**src/sv/lrb_pkg.sv**
```systemverilog
package lrb_pkg;

  // Field widths of the channels
  localparam int BYTE_W = 8;
  localparam int LEN_W  = 7;

  // Default store size
  localparam int DEPTH_DEF = 64;

  // Line terminator
  localparam logic [BYTE_W-1:0] NEWLINE_CODE = 8'h0A;

  // Command codes
  localparam logic CMD_WRITE = 1'b0;
  localparam logic CMD_READ  = 1'b1;

endpackage

```
**src/sv/lrb_if.sv**
```systemverilog
interface lrb_in_if
  import lrb_pkg::*;
();
  logic              valid;
  logic              ready;
  logic              command;
  logic [BYTE_W-1:0] data_byte;
  logic [LEN_W-1:0]  chunk_length;
  logic              chunk_first;

  modport source (output valid, command, data_byte, chunk_length, chunk_first, input ready);
  modport sink   (input valid, command, data_byte, chunk_length, chunk_first, output ready);
endinterface

interface lrb_out_if
  import lrb_pkg::*;
();
  logic              valid;
  logic              ready;
  logic [BYTE_W-1:0] line_byte;
  logic              line_valid;
  logic              last_of_run;
  logic              write_accepted;
  logic [LEN_W-1:0]  free_space;
  logic              has_line;

  modport source (output valid, line_byte, line_valid, last_of_run, write_accepted,
                  free_space, has_line, input ready);
  modport sink   (input valid, line_byte, line_valid, last_of_run, write_accepted,
                  free_space, has_line, output ready);
endinterface

```
**src/sv/lrb_ram.sv**
```systemverilog
module lrb_ram #(
  parameter int WIDTH = 8,
  parameter int DEPTH = 64
) (
  input  logic                     clk,
  input  logic                     wr_en,
  input  logic [$clog2(DEPTH)-1:0] wr_addr,
  input  logic [WIDTH-1:0]         wr_data,
  input  logic                     rd_en,
  input  logic [$clog2(DEPTH)-1:0] rd_addr,
  output logic [WIDTH-1:0]         rd_data
);

  logic [WIDTH-1:0] mem_r [DEPTH];
  logic [WIDTH-1:0] rd_data_r;

  // Write port and registered read port; read data holds while rd_en is low
  always_ff @(posedge clk) begin
    if (wr_en) begin
      mem_r[wr_addr] <= wr_data;
    end
    if (rd_en) begin
      rd_data_r <= mem_r[rd_addr];
    end
  end

  assign rd_data = rd_data_r;

endmodule

```
**src/sv/line_ring_buffer_core.sv**
```systemverilog
// Channel   Port    Dir  Payload
// -------   ------  ---  -----------------------------------------------------------
// input     in_ch   in   command, data_byte, chunk_length, chunk_first
// result    out_ch  out  line_byte, line_valid, last_of_run, write_accepted,
//                        free_space, has_line
//
// A write byte, or a read while no line is stored, yields one result. A read of a
// line scans the store byte by byte (read, then check) to find the newline, then
// streams the line byte by byte (read, then output, waiting while out_ch stalls);
// its pace is set by the single RAM read port and the shared address adder.
// in_ch.ready is low while a line read runs or the result register is held.
// Reset (rst_n, synchronous) empties the store; no clearing pass is needed.
module line_ring_buffer_core
  import lrb_pkg::*;
#(
  parameter int DEPTH = DEPTH_DEF
) (
  input  logic clk,
  input  logic rst_n,
  lrb_in_if.sink    in_ch,
  lrb_out_if.source out_ch
);

  localparam int AW = $clog2(DEPTH);
  localparam int CW = $clog2(DEPTH + 1);

  typedef enum logic [2:0] {
    S_IDLE,
    S_SC_RD,
    S_SC_CHK,
    S_EM_RD,
    S_EM_OUT
  } state_t;

  state_t            state_r, state_nxt;
  logic [AW-1:0]     head_r, head_nxt;
  logic [CW-1:0]     fill_r, fill_nxt;
  logic [CW-1:0]     nl_r, nl_nxt;
  logic              chunk_acc_r, chunk_acc_nxt;
  logic [AW-1:0]     off_r, off_nxt;
  logic [CW-1:0]     len_r, len_nxt;
  logic              out_valid_r, out_valid_nxt;
  logic [BYTE_W-1:0] out_byte_r, out_byte_nxt;
  logic              out_lv_r, out_lv_nxt;
  logic              out_last_r, out_last_nxt;
  logic              out_wacc_r, out_wacc_nxt;
  logic [LEN_W-1:0]  out_free_r, out_free_nxt;
  logic              out_has_r, out_has_nxt;

  logic              out_free_slot;
  logic              in_acc;
  logic [CW-1:0]     add_b;
  logic [AW:0]       add_sum;
  logic [AW:0]       add_res;
  logic [AW-1:0]     add_addr;
  logic [LEN_W-1:0]  free_now;
  logic [CW-1:0]     off_plus1;
  logic              ram_wr_en;
  logic              ram_rd_en;
  logic [BYTE_W-1:0] ram_rd_data;
  logic              chunk_ok;

  assign out_free_slot = !out_valid_r || out_ch.ready;
  assign in_ch.ready   = (state_r == S_IDLE) && out_free_slot;
  assign in_acc        = in_ch.valid && in_ch.ready;
  assign free_now      = LEN_W'(DEPTH) - LEN_W'(fill_r);
  assign off_plus1     = CW'(off_r) + CW'(1);

  // Shared circular adder: head plus fill, offset or line length, modulo DEPTH
  always_comb begin
    unique case (state_r)
      S_IDLE:   add_b = fill_r;
      S_EM_OUT: add_b = len_r;
      default:  add_b = CW'(off_r);
    endcase
  end
  assign add_sum  = {1'b0, head_r} + (AW+1)'(add_b);
  assign add_res  = (add_sum >= (AW+1)'(DEPTH)) ? add_sum - (AW+1)'(DEPTH) : add_sum;
  assign add_addr = add_res[AW-1:0];

  // Chunk admission uses the free space before this byte
  assign chunk_ok = in_ch.chunk_first ? (in_ch.chunk_length <= free_now) : chunk_acc_r;

  assign ram_wr_en = in_acc && (in_ch.command == CMD_WRITE) && chunk_ok
                     && (fill_r < CW'(DEPTH));
  assign ram_rd_en = (state_r == S_SC_RD) || (state_r == S_EM_RD);

  lrb_ram #(
    .WIDTH(BYTE_W),
    .DEPTH(DEPTH)
  ) u_ram (
    .clk    (clk),
    .wr_en  (ram_wr_en),
    .wr_addr(add_addr),
    .wr_data(in_ch.data_byte),
    .rd_en  (ram_rd_en),
    .rd_addr(add_addr),
    .rd_data(ram_rd_data)
  );

  // Sequencer: accept, scan for the newline, then stream the line
  always_comb begin
    state_nxt     = state_r;
    head_nxt      = head_r;
    fill_nxt      = fill_r;
    nl_nxt        = nl_r;
    chunk_acc_nxt = chunk_acc_r;
    off_nxt       = off_r;
    len_nxt       = len_r;
    out_valid_nxt = out_valid_r && !out_ch.ready;
    out_byte_nxt  = out_byte_r;
    out_lv_nxt    = out_lv_r;
    out_last_nxt  = out_last_r;
    out_wacc_nxt  = out_wacc_r;
    out_free_nxt  = out_free_r;
    out_has_nxt   = out_has_r;

    unique case (state_r)
      S_IDLE: begin
        if (in_acc) begin
          if (in_ch.command == CMD_WRITE) begin
            chunk_acc_nxt = chunk_ok;
            if (ram_wr_en) begin
              fill_nxt = fill_r + CW'(1);
              if (in_ch.data_byte == NEWLINE_CODE) begin
                nl_nxt = nl_r + CW'(1);
              end
            end
            out_valid_nxt = 1'b1;
            out_byte_nxt  = '0;
            out_lv_nxt    = 1'b0;
            out_last_nxt  = 1'b1;
            out_wacc_nxt  = ram_wr_en;
            out_free_nxt  = LEN_W'(DEPTH) - LEN_W'(fill_nxt);
            out_has_nxt   = (nl_nxt != '0);
          end else if (nl_r == '0) begin
            // Empty read: one blank result, nothing changes
            out_valid_nxt = 1'b1;
            out_byte_nxt  = '0;
            out_lv_nxt    = 1'b0;
            out_last_nxt  = 1'b1;
            out_wacc_nxt  = 1'b0;
            out_free_nxt  = free_now;
            out_has_nxt   = 1'b0;
          end else begin
            off_nxt   = '0;
            state_nxt = S_SC_RD;
          end
        end
      end
      S_SC_RD: begin
        state_nxt = S_SC_CHK;
      end
      S_SC_CHK: begin
        if (ram_rd_data == NEWLINE_CODE) begin
          // Line length known: commit the final counts before streaming
          len_nxt   = off_plus1;
          fill_nxt  = fill_r - off_plus1;
          nl_nxt    = nl_r - CW'(1);
          off_nxt   = '0;
          state_nxt = S_EM_RD;
        end else begin
          off_nxt   = off_r + AW'(1);
          state_nxt = S_SC_RD;
        end
      end
      S_EM_RD: begin
        state_nxt = S_EM_OUT;
      end
      S_EM_OUT: begin
        if (out_free_slot) begin
          out_valid_nxt = 1'b1;
          out_byte_nxt  = ram_rd_data;
          out_lv_nxt    = 1'b1;
          out_last_nxt  = (off_plus1 == len_r);
          out_wacc_nxt  = 1'b0;
          out_free_nxt  = free_now;
          out_has_nxt   = (nl_r != '0);
          if (off_plus1 == len_r) begin
            head_nxt  = add_addr;
            state_nxt = S_IDLE;
          end else begin
            off_nxt   = off_r + AW'(1);
            state_nxt = S_EM_RD;
          end
        end
      end
      default: state_nxt = S_IDLE;
    endcase
  end

  // Hold state and registered outputs
  always_ff @(posedge clk) begin
    if (!rst_n) begin
      state_r     <= S_IDLE;
      head_r      <= '0;
      fill_r      <= '0;
      nl_r        <= '0;
      chunk_acc_r <= 1'b0;
      off_r       <= '0;
      len_r       <= '0;
      out_valid_r <= 1'b0;
    end else begin
      state_r     <= state_nxt;
      head_r      <= head_nxt;
      fill_r      <= fill_nxt;
      nl_r        <= nl_nxt;
      chunk_acc_r <= chunk_acc_nxt;
      off_r       <= off_nxt;
      len_r       <= len_nxt;
      out_valid_r <= out_valid_nxt;
    end
    out_byte_r <= out_byte_nxt;
    out_lv_r   <= out_lv_nxt;
    out_last_r <= out_last_nxt;
    out_wacc_r <= out_wacc_nxt;
    out_free_r <= out_free_nxt;
    out_has_r  <= out_has_nxt;
  end

  assign out_ch.valid          = out_valid_r;
  assign out_ch.line_byte      = out_byte_r;
  assign out_ch.line_valid     = out_lv_r;
  assign out_ch.last_of_run    = out_last_r;
  assign out_ch.write_accepted = out_wacc_r;
  assign out_ch.free_space     = out_free_r;
  assign out_ch.has_line       = out_has_r;

  // Occupancy never exceeds the store
  a_fill_bound: assert property (@(posedge clk) disable iff (!rst_n)
    fill_r <= CW'(DEPTH))
    else $error("fill count exceeds depth");

  // Every stored newline sits inside the stored bytes
  a_nl_bound: assert property (@(posedge clk) disable iff (!rst_n)
    nl_r <= fill_r)
    else $error("newline count exceeds fill count");

  // A found line is nonempty and fits within what was stored
  a_len_fits: assert property (@(posedge clk) disable iff (!rst_n)
    (state_r == S_SC_CHK) && (ram_rd_data == NEWLINE_CODE)
    |=> (len_r != '0) && ($past(fill_r) >= len_r))
    else $error("line length inconsistent with fill count");

  // An accepted write always presents its result next cycle
  a_write_result: assert property (@(posedge clk) disable iff (!rst_n)
    in_acc && (in_ch.command == CMD_WRITE) |=> out_valid_r && out_last_r && !out_lv_r)
    else $error("write result missing");

  // Scanning for and streaming a line happen only with the input side closed
  a_busy_closed: assert property (@(posedge clk) disable iff (!rst_n)
    (state_r == S_EM_OUT) || (state_r == S_SC_CHK) |-> !in_ch.ready)
    else $error("input open during line read");

endmodule

```
**src/flat_wrapper.sv**
```systemverilog
// flat-port wrapper written by rule: the top's interface ports become plain ports
module line_ring_buffer_core_flat import lrb_pkg::*;
#(
  parameter int DEPTH = DEPTH_DEF
)
  (clk, rst_n, in_ch_valid, in_ch_command, in_ch_data_byte, in_ch_chunk_length, in_ch_chunk_first, in_ch_ready, out_ch_valid, out_ch_line_byte, out_ch_line_valid, out_ch_last_of_run, out_ch_write_accepted, out_ch_free_space, out_ch_has_line, out_ch_ready);
  lrb_in_if in_ch_i ();
  lrb_out_if out_ch_i ();
  input  logic clk;
  input  logic rst_n;
  input wire logic [$bits(in_ch_i.valid)-1:0] in_ch_valid;
  input wire logic [$bits(in_ch_i.command)-1:0] in_ch_command;
  input wire logic [$bits(in_ch_i.data_byte)-1:0] in_ch_data_byte;
  input wire logic [$bits(in_ch_i.chunk_length)-1:0] in_ch_chunk_length;
  input wire logic [$bits(in_ch_i.chunk_first)-1:0] in_ch_chunk_first;
  output wire logic [$bits(in_ch_i.ready)-1:0] in_ch_ready;
  output wire logic [$bits(out_ch_i.valid)-1:0] out_ch_valid;
  output wire logic [$bits(out_ch_i.line_byte)-1:0] out_ch_line_byte;
  output wire logic [$bits(out_ch_i.line_valid)-1:0] out_ch_line_valid;
  output wire logic [$bits(out_ch_i.last_of_run)-1:0] out_ch_last_of_run;
  output wire logic [$bits(out_ch_i.write_accepted)-1:0] out_ch_write_accepted;
  output wire logic [$bits(out_ch_i.free_space)-1:0] out_ch_free_space;
  output wire logic [$bits(out_ch_i.has_line)-1:0] out_ch_has_line;
  input wire logic [$bits(out_ch_i.ready)-1:0] out_ch_ready;
  assign in_ch_i.valid = in_ch_valid;
  assign in_ch_i.command = in_ch_command;
  assign in_ch_i.data_byte = in_ch_data_byte;
  assign in_ch_i.chunk_length = in_ch_chunk_length;
  assign in_ch_i.chunk_first = in_ch_chunk_first;
  assign in_ch_ready = in_ch_i.ready;
  assign out_ch_valid = out_ch_i.valid;
  assign out_ch_line_byte = out_ch_i.line_byte;
  assign out_ch_line_valid = out_ch_i.line_valid;
  assign out_ch_last_of_run = out_ch_i.last_of_run;
  assign out_ch_write_accepted = out_ch_i.write_accepted;
  assign out_ch_free_space = out_ch_i.free_space;
  assign out_ch_has_line = out_ch_i.has_line;
  assign out_ch_i.ready = out_ch_ready;
  line_ring_buffer_core #(.DEPTH(DEPTH)) u_core (.clk(clk), .rst_n(rst_n), .in_ch(in_ch_i), .out_ch(out_ch_i));
endmodule
```
**config.mk**
```make
export PLATFORM = sky130hd
export DESIGN_NAME = line_ring_buffer_core_flat
export DESIGN_NICKNAME = d
export VERILOG_FILES = /design/src/sv/lrb_pkg.sv /design/src/sv/lrb_if.sv /design/src/sv/lrb_ram.sv /design/src/sv/line_ring_buffer_core.sv /design/src/flat_wrapper.sv
export SDC_FILE = /design/constraint.sdc
export NUM_CORES = 1
export LEC_CHECK = 0
export ABC_AREA = 1
export BUFFER_PORTS_ARGS = -buffer_cell sky130_fd_sc_hd__clkbuf_2
export CAP_MARGIN = 10
export CORE_MARGIN = 5
export CORE_UTILIZATION = 60
export DETAILED_ROUTE_END_ITERATION = 7
export HOLD_SLACK_MARGIN = 0.05
export PLACE_DENSITY = 0.83
export SYNTH_ARGS = -nofsm -noshare
export SYNTH_HDL_FRONTEND = slang
export SYNTH_HIERARCHICAL = 1
export SYNTH_SLANG_ARGS = --single-unit
export TNS_END_PERCENT = 100
```
**constraint.sdc**
```tcl
create_clock -name clk -period 10.94 [get_ports clk]
set_input_delay 1.641 -clock clk [delete_from_list [all_inputs] [get_ports clk]]
set_output_delay 1.641 -clock clk [all_outputs]
set_load 0.01 [all_outputs]
```
==> results by group <==
Timing
  • Max-Slew Margin vs Limit: 0.184
  • Final setup viols: 0
  • Count of final max-slew check failures: 0
  • Final critical path time including I/O delays and setup: between 5 and 6 ns
  • Unrepaired setup endpoints after global routing: false
  • Max Clk Rate: between 0.15 and 0.2 GHz
  • Worst clock skew: between 0.02 and 0.025 ns
  • Final number of hold-violating endpoints: 0
  • Fraction of the cycle the final worst path needs: 0.544
  • Worst-Margin Slew: approximately 1.2 ns
  • Setup total negative slack: 0 ns

Route
  • Detailed-route DRC error count: 0
  • Vias: roughly 19000
  • DRC violation total after the first TritonRoute iteration: around 3100
  • Post-detailed-route count of antenna-violating nets: 0
  • DRT Wirelength: roughly 65 mm
  • Average wire length per cell after detail routing: roughly 22 um
  • Vias per inst: ~6.3
  • DRT Pass-1 Iters: 6

Pwr
  • Cell leakage power: slightly above 10 nW
  • Ratio of total power to cell area: about 180 mW/mm2
  • Overall power of the completed layout: 4.87 mW
  • IR Drop Worst-Case VDD: between 0.15 and 0.2 mV

Floorplanning
  • Initial Utilization: 0.607
  • Die Footprint: around 0.047 mm2
  • Die outline width: approximately 220 um
  • Core outline area: 0.0420 mm2
  • Die Y: between 200 and 250 um
  • Rows: 75
  • I/O pins: 42

Global route
  • Number of global-route vias before repair: approximately 18000
  • Initial antenna violation count: 0
  • Maximum number of pins on one net before global-route repair: ~150
  • Global-route wire length before repair: about 100 mm
  • Busiest grt layer: met2
  • Met1 Usage GRT: 0.355
  • Met3 layer usage reported by global route: 0.0516
  • Global routing usage on met2: 0.449
  • Global router's overall resource usage: 0.272
  • Total gr overflow: 0

Clocking
  • CTS tree: built
  • Clock Sink Count: roughly 580
  • Insertion delay of the later-clocked pin in the worst-skew pair: just over 0.6 ns
  • Post-CTS clock slew at the launch and capture registers of the worst setup and hold paths: approximately 0.06 ns
  • Setup Buffers After CTS: 0
  • Clock Root Buffer: sky130_fd_sc_hd__clkbuf_16
  • Clock tree buffer depth: 3
  • PostCTS Resize Cnt: 0
  • H-tree levels: 2
  • Number of CTS-inserted buffers: between 50 and 60
  • Cts-stage hold buffer count: 0

Setup path
  • CP bufs+invs: 4
  • CP Class: register to register
  • Worst path cell trace: nor2_8 -> inv_1 -> nor2_1 -> a21oi_1 -> ha_4 -> fa_4 -> buf_4 -> inv_4 -> buf_4 -> nand3_1 -> nand3_1 -> nand2_1 -> nand2_1 -> nand3_1 -> nand3_1 -> nand2_1
  • Startpoint of the worst register-to-register path: u_core/state_r[1]$_SDFFE_PN0P_
  • Critical Path Start Type: register
  • Cell repeated most along the worst path: sky130_fd_sc_hd__nand3_1
  • Critical Path End Type: register
  • Peak fanout along the critical path: 74
  • Data required time of the worst path: around 11 ns
  • Worst path max stage delay: between 1 and 1.5 ns
  • Slowest CP cell: sky130_fd_sc_hd__fa_4
  • Arrival time at the worst endpoint: around 6.4 ns
  • Worst setup path startpoint: u_core/state_r[1]$_SDFFE_PN0P_
  • Crit path max-delay family: buffers and inverters

Synthesis
  • Library cells used by synthesis: 49
  • Syn nets: 2411
  • Area share of the largest cell type after synthesis: 0.634
  • Number of storage elements in the synthesis netlist: ~580
  • Main synth FF type: sky130_fd_sc_hd__edfxtp_1
  • Biggest area contributors in the synthesized netlist: sky130_fd_sc_hd__edfxtp_1 (63%), sky130_fd_sc_hd__nand2_1 (11%), sky130_fd_sc_hd__nand3_1 (9.1%)
  • Warnings, synthesis: 6
  • Share of flip-flops with an asynchronous set or reset: 0
  • Most common cell in the netlist: sky130_fd_sc_hd__nand2_1
  • Top cells by instance count after synthesis: sky130_fd_sc_hd__nand2_1 (755), sky130_fd_sc_hd__edfxtp_1 (539), sky130_fd_sc_hd__nand3_1 (465)
  • Post-synthesis sequential area ratio: 0.664
  • Number of enable-type register cells in the synthesized netlist: 539
  • Post-Synthesis Cell Area: between 0.02 and 0.03 mm2
  • Synthesized instance count: ~2400
  • Avg Inst Size Synth: 10.8 um2
  • Area leader, netlist: sky130_fd_sc_hd__edfxtp_1

Place
  • Number of I/O port buffers: between 40 and 50
  • Last weighted congestion value of the routability-driven placer: between 0.9 and 1
  • Cell area after placement: ~0.026 mm2
  • DP HPWL: between 30 and 40 mm

Final layout
  • Antenna diode instance count: 0
  • Total Nets Final: ~2400
  • Total non-filler cell area in the finished layout: approximately 0.028 mm2
  • Fraction of final layout cells with drive strength greater than 1: 0.0821
  • Area Growth Syn to Fin: 8.39%
  • Final core utilization: 0.658

Min path
  • Worst min path class: register to register
  • Hold wc startpoint: u_core/chunk_acc_r$_SDFFE_PN0P_

Run
  • Max_cap viols: 0

Status
  • Outcome: finished clean
## cell usage in the layout (no fill, tap or decap), types with 4 or more instances in the layout
cell,n
sky130_fd_sc_hd__nand2_2,5
sky130_fd_sc_hd__clkbuf_16,56
sky130_fd_sc_hd__xnor2_1,9
sky130_fd_sc_hd__dfxtp_1,38
sky130_fd_sc_hd__ha_1,24
sky130_fd_sc_hd__clkbuf_1,6
sky130_fd_sc_hd__clkinv_2,19
sky130_fd_sc_hd__nor4_1,11
sky130_fd_sc_hd__xor2_1,28
sky130_fd_sc_hd__nand2_1,755
sky130_fd_sc_hd__o21ai_0,37
sky130_fd_sc_hd__inv_1,82
sky130_fd_sc_hd__a21oi_1,40
sky130_fd_sc_hd__buf_4,36
sky130_fd_sc_hd__clkinv_1,10
sky130_fd_sc_hd__clkbuf_2,41
sky130_fd_sc_hd__o22ai_1,5
sky130_fd_sc_hd__nor2_1,115
sky130_fd_sc_hd__a31oi_1,4
sky130_fd_sc_hd__nor3_1,5
sky130_fd_sc_hd__nand4_1,19
sky130_fd_sc_hd__edfxtp_1,539
sky130_fd_sc_hd__bufinv_16,8
sky130_fd_sc_hd__nand3_1,465
sky130_fd_sc_hd__inv_2,6
## through the flow
step	hold slack, ns	setup WS, ns	cells
after global placement	0.454	5.40	2848
after CTS	0.476	5.19	2950
after global routing	0.513	4.77	2950
final	0.473	4.99	2950
after floorplan	0.446	6.50	2363
after detailed placement	0.467	5.23	2848
## worst min-delay path, stage by stage (launching register included)
cell and delay (ns):
sky130_fd_sc_hd__dfxtp_1 0.31, sky130_fd_sc_hd__nand2_1 0.06, sky130_fd_sc_hd__a21oi_1 0.06
## path summary, 6_finish.rpt
kind	slack, ns	depth (start not counted)	end
worst max-delay path	4.99	16	u_core/u_ram/rd_data[7]$_DFFE_PP_
worst min-delay path	0.47	2	u_core/chunk_acc_r$_SDFFE_PN0P_
worst max register to register	4.99	16	u_core/u_ram/rd_data[7]$_DFFE_PP_
worst min register to register	0.47	2	u_core/chunk_acc_r$_SDFFE_PN0P_
## area by class of cell
type	count	area [um2]
Sequential cell	577	16900
Fill cell	2957	14400
Multi-Input combinational cell	1563	7370
Clock buffer	62	1420
Tap cell	539	674
Timing Repair Buffer	77	475
Clock inverter	40	414
Inverter	92	353
## where the power goes
part / switching (mW) / internal [mW] / leakage (nW)
logic: 0.366 / 0.135 / 4.22
registers: 0.00895 / 2.43 / 5.17
clock network: 0.809 / 1.12 / 0.913
total: 1.18 / 3.69 / 10.3
## state kept, by name, indices dropped and copies added (netlist names)
register	count
u_core/u_ram/mem_r	512
u_core/out_ch.line_byte	8
u_core/u_ram/rd_data	8
u_core/fill_r	7
u_core/len_r	7
u_core/nl_r	7
u_core/out_ch.free_space	7
u_core/head_r	6
u_core/off_r	6
u_core/state_r	3
u_core/chunk_acc_r	1
u_core/out_ch.has_line	1
u_core/out_ch.last_of_run	1
u_core/out_ch.line_valid	1
u_core/out_ch.valid	1
u_core/out_ch.write_accepted	1
## layer usage
layer  wire length (um)  part of all wire
met1              22700              0.35
met2              31100              0.48
met3               7510              0.12
met4               3360             0.052
met5                  0                 0
## kinds of logic (layout without fill, tap and decap cells)
logic type               count (synthesis)  count (layout)  share of synthesized area
AO/OA/AOI/OAI                          104             104                     0.0227
XOR/XNOR                                40              40                     0.0140
adder cells (fa/ha/maj)                 27              27                     0.0138
buffers and inverters                  223             271                     0.0488
flip-flops                             577             577                      0.664
AND/OR/NAND/NOR                       1392            1392                      0.236
Note: power is estimated with default switching activity, not from simulation.
